File: src/sv/ufm_ram.sv
// ----------------------------------------------------------------------------
// ufm_ram
// Generic simple dual-port RAM with one write port and one registered read
// port. A read of the address written in the same cycle returns the old data.
// ----------------------------------------------------------------------------
`default_nettype none

module ufm_ram #(
	parameter int WIDTH = 8,
	parameter int DEPTH = 256
) (
	input  wire logic                     clk,
	input  wire logic                     we,
	input  wire logic [$clog2(DEPTH)-1:0] waddr,
	input  wire logic [WIDTH-1:0]         wdata,
	input  wire logic                     re,
	input  wire logic [$clog2(DEPTH)-1:0] raddr,
	output      logic [WIDTH-1:0]         rdata
);

	logic [WIDTH-1:0] mem [DEPTH];

	always_ff @(posedge clk) begin
		if (we) begin
			mem[waddr] <= wdata;
		end
		if (re) begin
			rdata <= mem[raddr];
		end
	end

endmodule

`default_nettype wire

File: config.mk
export PLATFORM = sky130hd
export DESIGN_NAME = ufm_ram
export DESIGN_NICKNAME = d
export VERILOG_FILES = /design/src/sv/ufm_ram.sv
export SDC_FILE = /design/constraint.sdc
export NUM_CORES = 2
export LEC_CHECK = 0
export BUFFER_PORTS_ARGS = -buffer_cell sky130_fd_sc_hd__buf_2
export CORE_ASPECT_RATIO = 2
export CORE_MARGIN = 2
export CORE_UTILIZATION = 55
export DETAILED_ROUTE_END_ITERATION = 10
export PLACE_DENSITY = 0.83
export SYNTH_ARGS = -nofsm -noshare
export SYNTH_HDL_FRONTEND = slang
export SYNTH_SLANG_ARGS = --single-unit
export TNS_END_PERCENT = 10
File: constraint.sdc
create_clock -name clk -period 3.7 [get_ports clk]
set_input_delay 0.185 -clock clk [delete_from_list [all_inputs] [get_ports clk]]
set_output_delay 0.185 -clock clk [all_outputs]
set_load 0.005 [all_outputs]
Word level (Yosys, flattened, before mapping). Memory sizes are Yosys's and may differ from the RTL's. A register that Yosys moved wholly into a read port is not among the register bits. Index checks and enable logic that the tools add are counted.

Mux-type cells: 2.

Operators by type and width (count): 1-bit 2-to-1 mux (2).

Register bits: 0. Memory bits (writable): 2048. Input bits: 27. Output and inout bits: 8. Word-level logic and storage cells: 3. Memories: 1.

Memory list: mem (words 256, bits a word 8, read ports 1, clocked after Yosys merged registers in 1, wr ports 1, line 21) `logic [WIDTH-1:0] mem [DEPTH];`.

Longest topological paths before layout.
Word-level depth: 2. Depth in mapped cells: 11. Mapped depth without buffers: 6.

Least setup slack after synthesis. OpenSTA, ideal clock, no wires.

Path kind: input -> register. From: in raddr[0]. To: reg rdata[2], read port of mem, data pin. Setup time: 0.269 ns. Arrival time: 1.992 ns. Required time: 3.431 ns. Setup slack: 1.439 ns. Stages on the path: 9. Buffers on the path: 4. Cell sequence: buf_6 > buf_12 > buf_8 > buf_2 > mux4_2 > a22oi_1 > a21oi_1 > nor4_1 > nor4_2.

RTL lines: from (decl) (line 17) `input wire logic [$clog2(DEPTH)-1:0] raddr,`; to (decl) (line 18) `output logic [WIDTH-1:0] rdata`.

==> reports/metrics.csv <==
stage,metric,value,unit
run_status,outcome,"finished, violations left",
run_status,violations,"DRC, hold timing",
global_route,grt_pass1_wl,309000,um
hold_path,timing.hold.worst.class,input pin to flip-flop,
synth,postSynth.asyncResetShare,0,%
timing,timing.final.max_slew_violations,0,
synth,ys_seq_elements,2056,
timing,period_needed,3.39,ns
timing,fin_crit_sh,91.7,%
global_route,first_global_vias,42500,
timing,report.final.setup_viol,0,
synth,yosysSeqAreaShare,77.5,%
synth,synthesis.nets,3760,
placement,placed_cell_count,5676,
route,wire_per_inst,36.7,um
worst_setup_path,r2r_slack,0.50,ns
timing,worst_pin_slew,1.38,ns
clocking,path_clk_slew,0.07,ns
route,detail-route-antenna-nets,0,
placement,dp.final_hpwl,134000,um
layout,filler_cell_count,9016,
placement,place_congestion,0.929,
die,die_h,542,um
worst_setup_path,worst_path_arrival,3.96,ns
clocking,worst_skew_pair.late_latency,0.83,ns
global_route,grt_max_degree,133,
worst_setup_path,crit_path_end_kind,flip-flop,
route,detail_route.vias_per_cell,7.02,
clocking,cts_sinks,2056,
timing,worst_max_slew_margin_expressed_relative_to_the_limit,5.95,%
synth,synth_cell_type_count,54,
worst_setup_path,cp_cell_sequence,buf_8 -> buf_12 -> buf_12 -> buf_4 -> mux2i_1 -> o22ai_1 -> o21ai_0 -> nand3_1 -> nor4_1 -> buf_4 -> nor4_2,
die,floorplan.core_area,144000,um^2
worst_setup_path,depth_of_the_most_critical_reg_to_reg_path,6,
pwr,total_leakage_power,27.3,nW
worst_setup_path,crit_path_max_incr_delay,0.88,ns
synth,synth-warning-count,0,
layout,post_route_cells_drive_above_1_share,24.1,%
run,max_cap_viol_count,0,
layout,syn2layout_area_growth,10.8,%
placement,io_buffers,34,
worst_setup_path,crit_type,input pin to flip-flop,
timing,hold_viol,1,
clocking,cts_tree,yes,
clocking,cts_made_buffers,164,
timing,fmax,0.295,GHz
timing,grt_setup_unrepaired,no,
die,placement_rows,197,
synth,synth.avg_cell_area,21.3,um^2
timing,finalSetupTns,0,ns
worst_setup_path,critical_path.top_delay_family,buffers and inverters,
route,route.final.wire_length,219000,um
clocking,cts-htree-levels,4,
clocking,cts_root_buffer,sky130_fd_sc_hd__clkbuf_16,
die,die_width,273,um
pwr,irDropWorstVdd,0.445,mV
synth,ys.flop_type,sky130_fd_sc_hd__edfxtp_1,
worst_setup_path,worst_setup_path_startpoint,raddr[0],
worst_setup_path,crit_path_max_fanout,29,
synth,yosysTopAreaCell,sky130_fd_sc_hd__edfxtp_1,
layout,final_nets,3982,
placement,dpl_worst_slack,-0.0411,ns
pwr,power.density,515,nW/um^2
layout,final-instance-count-excl-fill,5969,
die,start_util,55.3,%
timing,final_worst_slack,0.309,ns
route,drc,3,
worst_setup_path,timing.critical_path.required,4.27,ns
worst_setup_path,worstSetupStartpointType,input pin,
global_route,grt_antenna_before_repair,12,
die,ios,35,
worst_setup_path,max_stage_delay_cell_worst_path,sky130_fd_sc_hd__nor4_1,
global_route,gr-total-overflow,0,
hold_path,worst_hold_path.num_cells,1,
global_route,track_usage,29.8,%
synth,synth_top_area_share,77.5,%
timing,clock-skew-final,0.0388,ns
clocking,postCtsSetupRepairBufs,0,
synth,synth-edff-count,2056,
worst_setup_path,crit_buf_inv,5,
route,routed-via-count,41900,
synth,mappedNetlistArea,79600,um^2
route,initial_drc_count,6569,
synth,postSynthCellCount,3733,
synth,synth.top_cells.by_area,"sky130_fd_sc_hd__edfxtp_1 78%, sky130_fd_sc_hd__mux4_2 13%, sky130_fd_sc_hd__mux2i_1 1.7%",
worst_setup_path,r2r_start,mem[51][6],
worst_setup_path,worst_setup_path_endpoint,rdata[2],
timing,holdWs,-0.00668,ns
route,dr.pass1.iters,11,
worst_setup_path,cp_num_cells,11,
hold_path,hold_path.startpoint,wdata[1],
worst_setup_path,rr_endpoint,rdata[6],
die,design.die.area,148000,um^2
clocking,max-clock-path-buffers,4,
==> layer usage <==
layer  part of all wire [%]  global-route usage (%)  vias up  wire, um
met5                  0.023                       0        -        51
met4                     10                    24.0        8     22200
met3                     10                    7.01     1012     23000
met2                     51                    50.6     3612    112000
met1                     28                    31.7    21200     62500
li1                       -                       -    16100         -
==> registers in the layout, indices dropped and copies added (netlist names) <==
| name | flops |
|---|---|
| rdata | 8 |
| mem | 2048 |
==> how the worst min path moves through the flow <==
stage,end,slack (ns)
after CTS,mem[253][6],0.003
after detailed placement,rdata[1],0.61
final,mem[112][1],-0.007
after global placement,rdata[0],0.60
after global routing,mem[252][6],0.01
after floorplan,mem[0][0],0.28
==> layout by cell type, fill, tap and decap left out, drive strengths merged, types with 11 or more instances in the layout <==
| master | n |
|---|---|
| o221ai | 47 |
| mux4 | 456 |
| diode | 11 |
| a221oi | 14 |
| a21oi | 96 |
| nand3 | 34 |
| o22ai | 28 |
| o21ai | 12 |
| a22oi | 133 |
| a211oi | 16 |
| nor4 | 27 |
| nor2b | 31 |
| bufinv | 14 |
| nor3 | 22 |
| buf | 279 |
| nand2 | 33 |
| nor2 | 282 |
| edfxtp | 2056 |
| clkbuf | 195 |
| mux2i | 134 |
| clkinv | 66 |
==> worst reg2reg max path: stages, from the launching register on <==
cell and delay [ns]:
sky130_fd_sc_hd__edfxtp_1 0.37, sky130_fd_sc_hd__mux4_2 0.48, sky130_fd_sc_hd__a22o_1 0.28, sky130_fd_sc_hd__nor3_1 0.62, sky130_fd_sc_hd__a21oi_1 0.10, sky130_fd_sc_hd__a22oi_1 0.99, sky130_fd_sc_hd__nor4_2 0.08
==> metrics by stage <==
stage | hold slack (ns) | cell area [um^2] | util [%] | total power [mW]
after floorplan | 0.284 | 79600 | - | 27.4
after global placement | 0.604 | 83100 | 57.7 | 28.5
after detailed placement | 0.607 | 83100 | 57.7 | 28.6
after CTS | 0.00269 | 88200 | 61.3 | 45.4
after global routing | 0.0124 | 88200 | 61.3 | 46.2
final | -0.00668 | 88200 | 61.3 | 45.5
==> cells by family (layout without fill, tap and decap cells) <==
group	Yosys count	after routing	share of synthesized area, %
compound gates	385	385	3.42
buf+inv	235	570	1.83
other cells	0	11	0
mux	591	591	14.6
flops	2056	2056	77.5
simple gates	466	466	2.63
==> Yosys cell counts (3+ instances only) <==
library cell,instances
sky130_fd_sc_hd__nand3_1,34
sky130_fd_sc_hd__buf_6,21
sky130_fd_sc_hd__mux2i_1,134
sky130_fd_sc_hd__buf_4,27
sky130_fd_sc_hd__nand4_1,10
sky130_fd_sc_hd__buf_1,22
sky130_fd_sc_hd__a211oi_1,16
sky130_fd_sc_hd__o211ai_1,10
sky130_fd_sc_hd__nand2_1,33
sky130_fd_sc_hd__nor3_1,22
sky130_fd_sc_hd__clkbuf_1,111
sky130_fd_sc_hd__buf_12,8
sky130_fd_sc_hd__and2_1,6
sky130_fd_sc_hd__nor4_2,3
sky130_fd_sc_hd__nor2b_1,31
sky130_fd_sc_hd__o221ai_1,46
sky130_fd_sc_hd__edfxtp_1,2056
sky130_fd_sc_hd__a21oi_1,96
sky130_fd_sc_hd__o22ai_1,28
sky130_fd_sc_hd__mux4_2,454
sky130_fd_sc_hd__o22a_1,5
sky130_fd_sc_hd__nor2_1,282
sky130_fd_sc_hd__buf_8,13
sky130_fd_sc_hd__nand2b_1,8
sky130_fd_sc_hd__o32ai_1,4
sky130_fd_sc_hd__buf_2,31
sky130_fd_sc_hd__a22o_1,8
sky130_fd_sc_hd__a221oi_1,13
sky130_fd_sc_hd__or2_2,4
sky130_fd_sc_hd__o21ai_0,10
sky130_fd_sc_hd__nor4_1,24
sky130_fd_sc_hd__a22oi_1,133
==> timing repair <==
item	4_1_cts	5_1_grt
endpoints found under the hold margin	8	0
resized for setup	0	0
hold buffers	1	0
==> cell type report <==
type / instances / area (um^2) / area share, %
sequential: 2056 / 61700 / 70.0
clock inverter: 93 / 858 / 0.973
clock buffer: 186 / 4230 / 4.79
inverter: 2 / 7.51 / 0.00851
antenna: 11 / 27.5 / 0.0312
timing repair buffer: 289 / 2530 / 2.86
tap: 1890 / 2360 / 2.68
multi-input combinational: 1442 / 16500 / 18.7
==> report_power, final <==
part	internal [mW]	total [mW]	leakage (nW)	switching [mW]
combinational	0.853	2.55	6.35	1.70
sequential	25.7	25.7	18.5	0.0218
clock	9.23	17.2	2.47	8.02
total	35.7	45.5	27.3	9.74
Power figures use the tool's default switching activity.
