[src/sv/ufm_pkg.sv]
// ----------------------------------------------------------------------------
// ufm_pkg
// Shared types and constants of the union-find spanning-tree cost engine.
// ----------------------------------------------------------------------------
`default_nettype none

package ufm_pkg;

	localparam int NODE_COUNT = 16384;
	localparam int NODE_W     = 14;
	localparam int WEIGHT_W   = 32;
	localparam int TOTAL_W    = 48;
	localparam int ADDR_W     = $clog2(NODE_COUNT);

	localparam logic [TOTAL_W-1:0] TOTAL_MAX = {TOTAL_W{1'b1}};
	localparam logic [ADDR_W-1:0]  ADDR_LAST = ADDR_W'(NODE_COUNT - 1);

	localparam logic REQ_CLEAR = 1'b0;
	localparam logic REQ_EDGE  = 1'b1;

	typedef enum logic [2:0] {
		ST_CLEAR,
		ST_IDLE,
		ST_FIND,
		ST_COMP,
		ST_NEXT,
		ST_LINK
	} ufm_state_t;

	typedef struct packed {
		logic clr;
		logic add;
	} ufm_tot_ctrl_t;

	function automatic logic node_in_range(input logic [NODE_W-1:0] n);
		return 32'(n) < 32'(NODE_COUNT);
	endfunction

endpackage

`default_nettype wire

[src/sv/ufm_total.sv]
// ----------------------------------------------------------------------------
// ufm_total
// Saturating accumulator that holds the running cost of all merging edges.
// ----------------------------------------------------------------------------
`default_nettype none

module ufm_total (
	input  wire logic                             clk,
	input  wire logic                             arst_n,
	input  wire ufm_pkg::ufm_tot_ctrl_t           ctrl,
	input  wire logic [ufm_pkg::WEIGHT_W-1:0]     weight,
	output      logic [ufm_pkg::TOTAL_W-1:0]      total
);
	import ufm_pkg::*;

	logic [TOTAL_W-1:0] total_q;
	logic [TOTAL_W:0]   sum;

	assign sum   = {1'b0, total_q} + (TOTAL_W + 1)'(weight);
	assign total = total_q;

	always_ff @(posedge clk or negedge arst_n) begin
		if (!arst_n) begin
			total_q <= '0;
		end else if (ctrl.clr) begin
			total_q <= '0;
		end else if (ctrl.add) begin
			total_q <= sum[TOTAL_W] ? TOTAL_MAX : sum[TOTAL_W-1:0];
		end
	end

	// The total never decreases between clears.
	assert property (@(posedge clk) disable iff (!arst_n)
		!ctrl.clr |=> total_q >= $past(total_q))
		else $error("total decreased without a clear");

	assert property (@(posedge clk) disable iff (!arst_n)
		ctrl.clr |=> total_q == '0)
		else $error("total not zero after clear");

endmodule

`default_nettype wire

[config.mk]
export PLATFORM = sky130hd
export DESIGN_NAME = ufm_total
export DESIGN_NICKNAME = d
export VERILOG_FILES = /design/src/sv/ufm_pkg.sv /design/src/sv/ufm_total.sv
export SDC_FILE = /design/constraint.sdc
export NUM_CORES = 1
export LEC_CHECK = 0
export ABC_AREA = 1
export ABC_CLOCK_PERIOD_IN_PS = 2400
export BUFFER_PORTS_ARGS = -buffer_cell sky130_fd_sc_hd__buf_2
export CORE_ASPECT_RATIO = 1.2
export CORE_UTILIZATION = 55
export CTS_BUF_LIST = sky130_fd_sc_hd__clkbuf_4
export CTS_CLUSTER_DIAMETER = 30
export DETAILED_ROUTE_END_ITERATION = 12
export GPL_ROUTABILITY_DRIVEN = 0
export HOLD_SLACK_MARGIN = 0.05
export PLACE_DENSITY = 0.78
export SYNTH_ARGS = -nofsm -noshare
export SYNTH_HDL_FRONTEND = slang
export SYNTH_SLANG_ARGS = --single-unit
[constraint.sdc]
create_clock -name clk -period 2.4 [get_ports clk]
set_input_delay 0.12 -clock clk [delete_from_list [all_inputs] [get_ports clk]]
set_output_delay 0.12 -clock clk [all_outputs]
set_load 0.01 [all_outputs]
## Word level (Yosys, flattened, before mapping)

Index checks and enable logic that the tools add are counted.
W data, S select, Z words.

| cells by class | value |
|---|---|
| add/sub/neg operators | 1 |
| mux-type cells | 3 |
| reduce and logical (&&, ||, !) cells | 1 |

Operators with widths:

| operator | number |
|---|---|
| $mux W48 | 3 |
| $add A48 B32 Y49 | 1 |
| $reduce_bool A2 Y1 | 1 |

| word-level totals | value |
|---|---|
| register bits | 48 |
| bits of input ports | 36 |
| output and inout bits | 48 |

## Logic depth before layout (Yosys ltp)

Gate-level depths: netlist (run 1).

| logic depth | value |
|---|---|
| depth in word-level cells | 4 |
| mapped depth | 16 |

## Least setup slack after synthesis (run 1)

OpenSTA, ideal clock, no wires.

| timing | value |
|---|---|
| path type | register to register |
| start point | register total_q[0] (netlist: total[0]) |
| end point | register total_q[29] (netlist: total[29]) |
| setup time | 0.116 ns |
| data arrival time | 2.084 ns |
| slack | 0.199 ns |
| cell stages (with the launch flop) | 16 |
| cells stage by stage | dfrtp_1 ha_1 fa_1 nand3_1 nand3_2 nand2_2 nand2_4 nand2_2 nand2_4 nand2_2 nand2_4 nand2_4 buf_6 nand3_2 nand2_1 nand2_1 |

| on the way | value |
|---|---|
| word-level cells in the longest chain between the ends | 4 |

Ends and longest elaborated chain:

| element | line | RTL |
|---|---|---|
| from (decl) | ufm_total.sv:16 | `logic [TOTAL_W-1:0] total_q;` |
| from (signal assigned) | ufm_total.sv:28 | `total_q <= sum[TOTAL_W] ? TOTAL_MAX : sum[TOTAL_W-1:0];` |
| $add A48 B32 Y49 | ufm_total.sv:19 | `assign sum = {1'b0, total_q} + (TOTAL_W + 1)'(weight);` |
| $mux W48 | ufm_total.sv:28 |  |
| $mux W48 | ufm_total.sv:27 | `end else if (ctrl.add) begin` |
| $mux W48 | ufm_total.sv:25 | `end else if (ctrl.clr) begin` |

Every way passes these cells. The select of a mux whose other input is x is not followed.
A chain may end at the register's enable or synchronous reset.

## Worst setup path after layout (run 1)

| timing | value |
|---|---|
| start point | register total_q[31] (netlist: total[31]) |
| end point | register total_q[14] (netlist: total[14]) |

Same word-level chain as after synthesis.

==> impl_metrics.ini, run 1 <==
[power]
leakage_nw = 3.90
power_density_mw_per_mm2 = 835
vdd_drop_max_mv = 0.318

[clock_network]
post-cts-setup-buffers = 0
cts.sinks = 48
clock_path_buffers = 2
path_clk_slew_ns = 0.14
worstSkewPairLatency_ns = 0.39
cts_tree = built
root_buffer = clkbuf_4
htree_levels = 2
cts_buffers = 5

[yosys]
synth_area_mm2 = 0.00552
ys_top_cells_by_area = nand2_1 (29%), dfrtp_1 (22%), inv_1 (11%)
yosys_warnings = 0
synth_fp_nets = 1043
syn_inst = 974
synth_top_area_share_pct = 29.3
avgSynthCellArea_um2 = 5.66
synth-seq-cells = 48
yosys.area.top_type = nand2_1
seq_area_frac_synth_pct = 21.8
yosysUniqueCellTypes = 31

[grt]
grt_pass1_vias = 5501
grt_max_degree = 49
grt_util_all_layers_pct = 31.1
antenna_found_initial = 1
grt_pass1_wl_um = 25700
grt.overflow.total = 0

[detailed_routing]
drtIter0Drc = 428
ant_nets = 0
routed_wl_um = 15800
vias_per_cell = 5.17
first_pass_iters = 5
avgRoutedWirePerCell_um = 13.4
remaining_drc_errors = 0
vias = 6120

[sta]
hold_viol = 0
finalSetupViolations = 0
slew_headroom_pct = 64.2
fin_skew_ns = 0.0148
worst_pin_slew_ns = 0.537
drv_slew = 0
fin_crit_ns = 2.24
tns_ns = 0
rsz0062_at_grt = false
max_freq_mhz = 447
fin_crit_sh_pct = 93.2

[final_layout]
fin_util_pct = 64.3
largest_reg_flops = 48
multiInputGateArea_mm2 = 0.00363
fill_cells = 999
area_delta_synth_final_pct = 12.0
nets = 1128
seq_area_mm2 = 0.00120
layout-drive-gt1-share_pct = 13.5

[place]
port_buffers = 83
hpwl_um = 12600

[die]
fp.dieH_um = 112
ios = 84
initial_core_util_pct = 57.4
fp.coreArea_mm2 = 0.00961
dieArea_mm2 = 0.0104
rows = 39
die_w_um = 93.4

[setup_path]
rrSetupSlack_ns = 0.16
cp-end-kind = register
start_kind = register
cp.arrival_ns = 2.52
cp_max_fo = 25
path_class = register to register
cp.required_ns = 2.68

[min_path]
hp-class = primary input to register

[job]
max_cap_violations = 0

[status]
status = finished clean
-- through the flow --
step	cells	setup WS, ns	hold WS (ns)	cell area [um2]	power [W]
2_1_floorplan	974	0.199	-0.176	5520	0.00365
4_1_cts	1183	0.0296	0.0932	6140	0.00509
3_5_place_dp	1174	0.0535	0.131	6070	0.00467
3_3_place_gp	1174	0.143	0.130	6070	0.00464
5_1_grt	1184	0.00121	0.129	6180	0.00562
6_report	1184	0.164	0.0987	6180	0.00516
-- routing by layer --
metal / routed length, um / vias up / track usage, %
met5: 0 / - / 0
met4: 614 / 0 / 13.2
met3: 942 / 43 / 3.28
met2: 7580 / 232 / 54.5
met1: 6690 / 2710 / 38.3
li1: - / 3135 / -
-- final cells by class --
class                           count  area share (%)
Multi-Input combinational cell    742            58.8
Sequential cell                    48            19.4
Antenna cell                        1          0.0405
Timing Repair Buffer               91            7.94
Inverter                          171            10.4
Clock inverter                      1          0.0608
Tap cell                          123            2.49
Clock buffer                        7           0.851
-- critical path: stages (launching register included) --
cell,delay [ns]
dfrtp_1,0.42
ha_1,0.35
a21oi_1,0.23
o21ai_0,0.16
inv_1,0.10
nand2_1,0.10
o21ai_1,0.23
nand2_4,0.21
o21ai_0,0.25
nand2_1,0.08
-- where the power goes --
group | internal (W) | leakage [nW] | switching, W
clock network | 0.000136 | 0.0338 | 0.000270
logic | 0.00121 | 3.23 | 0.00232
registers | 0.00103 | 0.638 | 0.000188
total | 0.00238 | 3.90 | 0.00278
-- placed cells by master, fill, tap and decap left out --
| cell type | synthesis | routed |
|---|---|---|
| a21oi_2 | 0 | 1 |
| o21ai_0 | 25 | 24 |
| o21ai_1 | 4 | 5 |
| a21oi_1 | 17 | 16 |
| clkinv_1 | 0 | 1 |
| diode_2 | 0 | 1 |
| nand2_8 | 0 | 1 |
| o21bai_1 | 4 | 4 |
| nand3b_1 | 1 | 1 |
| nor3_1 | 3 | 3 |
| nor2_4 | 3 | 4 |
| clkbuf_4 | 0 | 7 |
| buf_2 | 2 | 83 |
| nand3_1 | 62 | 59 |
| nor2_2 | 4 | 7 |
| nand2_4 | 4 | 4 |
| inv_2 | 2 | 2 |
| buf_12 | 0 | 1 |
| nand2_1 | 430 | 430 |
| nor2_1 | 86 | 82 |
| buf_4 | 1 | 6 |
| fa_1 | 1 | 1 |
| nand2_2 | 9 | 8 |
| dfrtp_1 | 48 | 48 |
| nand3_2 | 13 | 16 |
| nor3_4 | 1 | 1 |
| nand4_1 | 17 | 17 |
| xor2_1 | 23 | 23 |
| dlygate4sd3_1 | 1 | 1 |
| or2_2 | 2 | 2 |
| inv_1 | 169 | 169 |
| ha_1 | 32 | 32 |
| and2_1 | 1 | 1 |
-- cell usage after synthesis --
cell,n
nor2_2,4
nand4_1,17
xor2_1,23
ha_1,32
fa_1,1
or2_2,2
dlygate4sd3_1,1
o21bai_1,4
o21ai_1,4
nand3_2,13
inv_1,169
clkbuf_1,4
nand2_1,430
buf_4,1
and2_1,1
inv_2,2
nor3_4,1
nor2_4,3
buf_2,2
a21oi_1,17
dlygate4sd1_1,1
nor3_1,3
nand3_1,62
nand2_2,9
buf_6,3
nand3b_1,1
dfrtp_1,48
clkbuf_2,1
nand2_4,4
o21ai_0,25
nor2_1,86
-- timing repair --
| action | CTS | global route |
|---|---|---|
| hold endpoints to repair | 48 | 0 |
| hold buffers | 1 | 0 |
| gates resized for setup | 0 | 9 |
| endpoints found under the setup margin | 0 | 36 |
-- worst paths after layout --
check | startpoint | cells past startpoint | end
worst max-delay path | total[31] | 9 | total[14]
min in group asynchronous | arst_n | 3 | total[6]
worst min register to register | total[17] | 2 | total[17]
worst min-delay path | weight[0] | 4 | total[0]
max in group asynchronous | arst_n | 3 | total[37]
worst max register to register | total[31] | 9 | total[14]
-- kinds of logic (layout without fill, tap and decap cells) --
group / after synthesis / count (layout) / synth area share (%)
other: 0 / 1 / 0
XOR/XNOR: 23 / 23 / 3.65
adder cells (fa/ha/maj): 33 / 33 / 7.62
AND/OR/NAND/NOR: 636 / 636 / 49.0
buffers and inverters: 184 / 270 / 13.3
AO/OA/AOI/OAI: 50 / 50 / 4.72
flip-flops: 48 / 48 / 21.8
(Power assumes the default switching activity.)
==> run 2: changes to the inputs <==
--- a/config.mk
+++ b/config.mk
@@ -5,7 +5,6 @@
 export SDC_FILE = /design/constraint.sdc
 export NUM_CORES = 1
 export LEC_CHECK = 0
-export ABC_AREA = 1
 export ABC_CLOCK_PERIOD_IN_PS = 2400
 export BUFFER_PORTS_ARGS = -buffer_cell sky130_fd_sc_hd__buf_2
 export CORE_ASPECT_RATIO = 1.2
@@ -15,7 +14,7 @@
 export DETAILED_ROUTE_END_ITERATION = 12
 export GPL_ROUTABILITY_DRIVEN = 0
 export HOLD_SLACK_MARGIN = 0.05
-export PLACE_DENSITY = 0.78
+export PLACE_DENSITY = 0.8
 export SYNTH_ARGS = -nofsm -noshare
 export SYNTH_HDL_FRONTEND = slang
 export SYNTH_SLANG_ARGS = --single-unit
==> run 2 against run 1 <==
Compared with the run above: the flow now finishes with violations (negative setup slack); sequential power down 23%; clock-buffer cell count down 2; non-clock buffer count up 104; utilization up 18 points; maximum frequency down 23%; area after synthesis down 29%; critical path type unchanged; critical endpoint is now total[19].
==> impl_metrics.ini, run 2 <==
[setup_path]
slowest_delay_ns = 0.59
rrSetupSlack_ns = -0.52
cp.required_ns = 2.71
crit_chain = ha_2 > fa_2 > a211o_1 > a211oi_4 > o21bai_2 > o22ai_2 > or4_4 > a31o_4 > buf_4 > buf_6 > a311oi_2
critPathLaunch = total[0]
cp_top_family = compound AO/OA/AOI/OAI gates
path_class = register to register
slowest_stage = or4_4
start_kind = register
cp-end-kind = register
cp_max_fo = 6
r2r-start = total[0]
path_buf_inv = 2
cp.arrival_ns = 3.23

[grt]
grt.overflow.total = 0
grt-busiest-layer = met2
grt_pass1_vias = 4389
use_met2_pct = 61.2
antenna_found_initial = 0
grt_util_all_layers_pct = 34.4
met3_usage_pct = 5.02
met1_usage_pct = 40.9
grt_pass1_wl_um = 20200
grt_max_degree = 33

[die]
die_w_um = 79.0
initial_core_util_pct = 57.0
fp.coreArea_mm2 = 0.00685
rows = 33
dieArea_mm2 = 0.00745
ios = 84
fp.dieH_um = 94.4

[yosys]
yosysMostFrequentCell = nor2_1
yosys_warnings = 0
ys_top_cells_by_area = dfrtp_1 (31%), ha_1 (10%), a21oi_1 (5.1%)
synth_area_mm2 = 0.00391
syn_inst = 449
ys_top_cells_by_count = nor2_1 (50), dfrtp_1 (48), a21oi_1 (40)
synth_top_area_share_pct = 30.7
async_flop_share_pct = 100
synth_edf_count = 0
synth_fp_nets = 518
synth-seq-cells = 48
avgSynthCellArea_um2 = 8.71
yosysUniqueCellTypes = 59
synth_flop_cell = dfrtp_1
seq_area_frac_synth_pct = 30.7
yosys.area.top_type = dfrtp_1

[power]
seqPwrFrac_pct = 31.8
combPwrFrac_pct = 53.7
switching_power_w = 0.00120
power_density_mw_per_mm2 = 517
p_sw_share_pct = 41.1
p_int_w = 0.00172
pwr-share-clk_pct = 14.5
leakage_nw = 2.71
vdd_drop_max_mv = 0.375

[sta]
fin_skew_ns = 0.0161
fin_crit_sh_pct = 122
worst_pin_slew_ns = 0.673
slew_headroom_pct = 55.1
drv_slew = 0
tns_ns = -20.48
hold_viol = 0
fin_crit_ns = 2.92
setup_ws_ns = -0.519
finalSetupViolations = 48
max_freq_mhz = 343
rsz0062_at_grt = true

[min_path]
hp-class = primary input to async pin

[detailed_routing]
ant_nets = 0
drtIter0Drc = 488
remaining_drc_errors = 0
vias_per_cell = 6.73
avgRoutedWirePerCell_um = 20.6
vias = 4824
routed_wl_um = 14800
first_pass_iters = 6

[clock_network]
cts.sinks = 48
clock_path_buffers = 2
cts_tree = built
root_buffer = clkbuf_4
cts_buffers = 5
htree_levels = 2
worstSkewPairLatency_ns = 0.41
path_clk_slew_ns = 0.17

[final_layout]
final_cell_mix = buf_4 (104), buf_2 (84), nor2_1 (49)
area_delta_synth_final_pct = 44.4
num_antenna_cells = 0
layout-drive-gt1-share_pct = 44.3
nets = 698
largest_reg_flops = 48
fill_cells = 401
final_common_cell = buf_4

[place]
port_buffers = 83
hpwl_um = 8910
place_ws_ns = -0.355

[status]
status = complete, but fails checks
violations = negative setup slack

[job]
max_cap_violations = 0
## run 2: what timing repair did
item / 4_1_cts / 5_1_grt
pin swaps: 10 / 23
hold buffers: 1 / 0
endpoints found under the hold margin: 17 / 0
resized for setup: 25 / 41
setup buffers: 3 / 5
cloned: 1 / 2
setup endpoints to repair: 48 / 48
## run 2: area by class of cell
type	instances	area, um2	share of cell area [%]
repair buffers	195	1300	23.0
inverters	11	41.3	0.731
multi-input cells	368	2940	52.1
flip-flops and latches	48	1200	21.3
clock inverters	3	18.8	0.332
clock buffers	5	37.5	0.665
well taps	87	109	1.93
## run 2: logic make-up (layout without fill, tap and decap cells)
kind of cell,Yosys count,in the layout,synth area share (%)
AO/OA/AOI/OAI,158,159,29.4
AND/OR/NAND/NOR,144,145,18.3
flip-flops,48,48,30.7
buffers and inverters,35,214,3.90
adder cells (fa/ha/maj),33,33,10.8
XOR/XNOR,30,30,6.72
multiplexers,1,1,0.256
## run 2: worst paths after layout
| check | cells after the start | endpoint |
|---|---|---|
| worst max-delay path | 11 | total[19] |
| max in group asynchronous | 3 | total[47] |
| min in group clk | 4 | total[0] |
| worst min-delay path | 2 | total[17] |
| worst max register to register | 11 | total[19] |
| worst min register to register | 2 | total[27] |
## run 2: layer usage
| layer | wire (um) | part of all wire, % |
|---|---|---|
| met1 | 5310 | 36 |
| met2 | 7190 | 49 |
| met3 | 1250 | 8.4 |
| met4 | 1050 | 7.1 |
| met5 | 0 | 0 |
## run 2: stage by stage
step	power, W	instance area, um2	std cells	hold slack [ns]	util [%]
floorplan	0.00171	3970	449	-0.176	-
CTS	0.00273	5410	710	0.208	78.9
global placement	0.00223	5170	697	0.0757	75.5
finish	0.00292	5650	717	0.182	82.4
global route	0.00304	5650	717	0.238	82.4
detailed placement	0.00228	5170	697	0.0872	75.5
## run 2: power by group through the flow
stage	sequential [W]	clock (W)	combinational [W]
after CTS	0.000922	0.000414	0.00139
final	0.000927	0.000423	0.00157
after global routing	0.000934	0.000443	0.00167
after global placement	0.000933	0	0.00130
after floorplan	0.000973	0	0.000740
after detailed placement	0.000939	0	0.00134
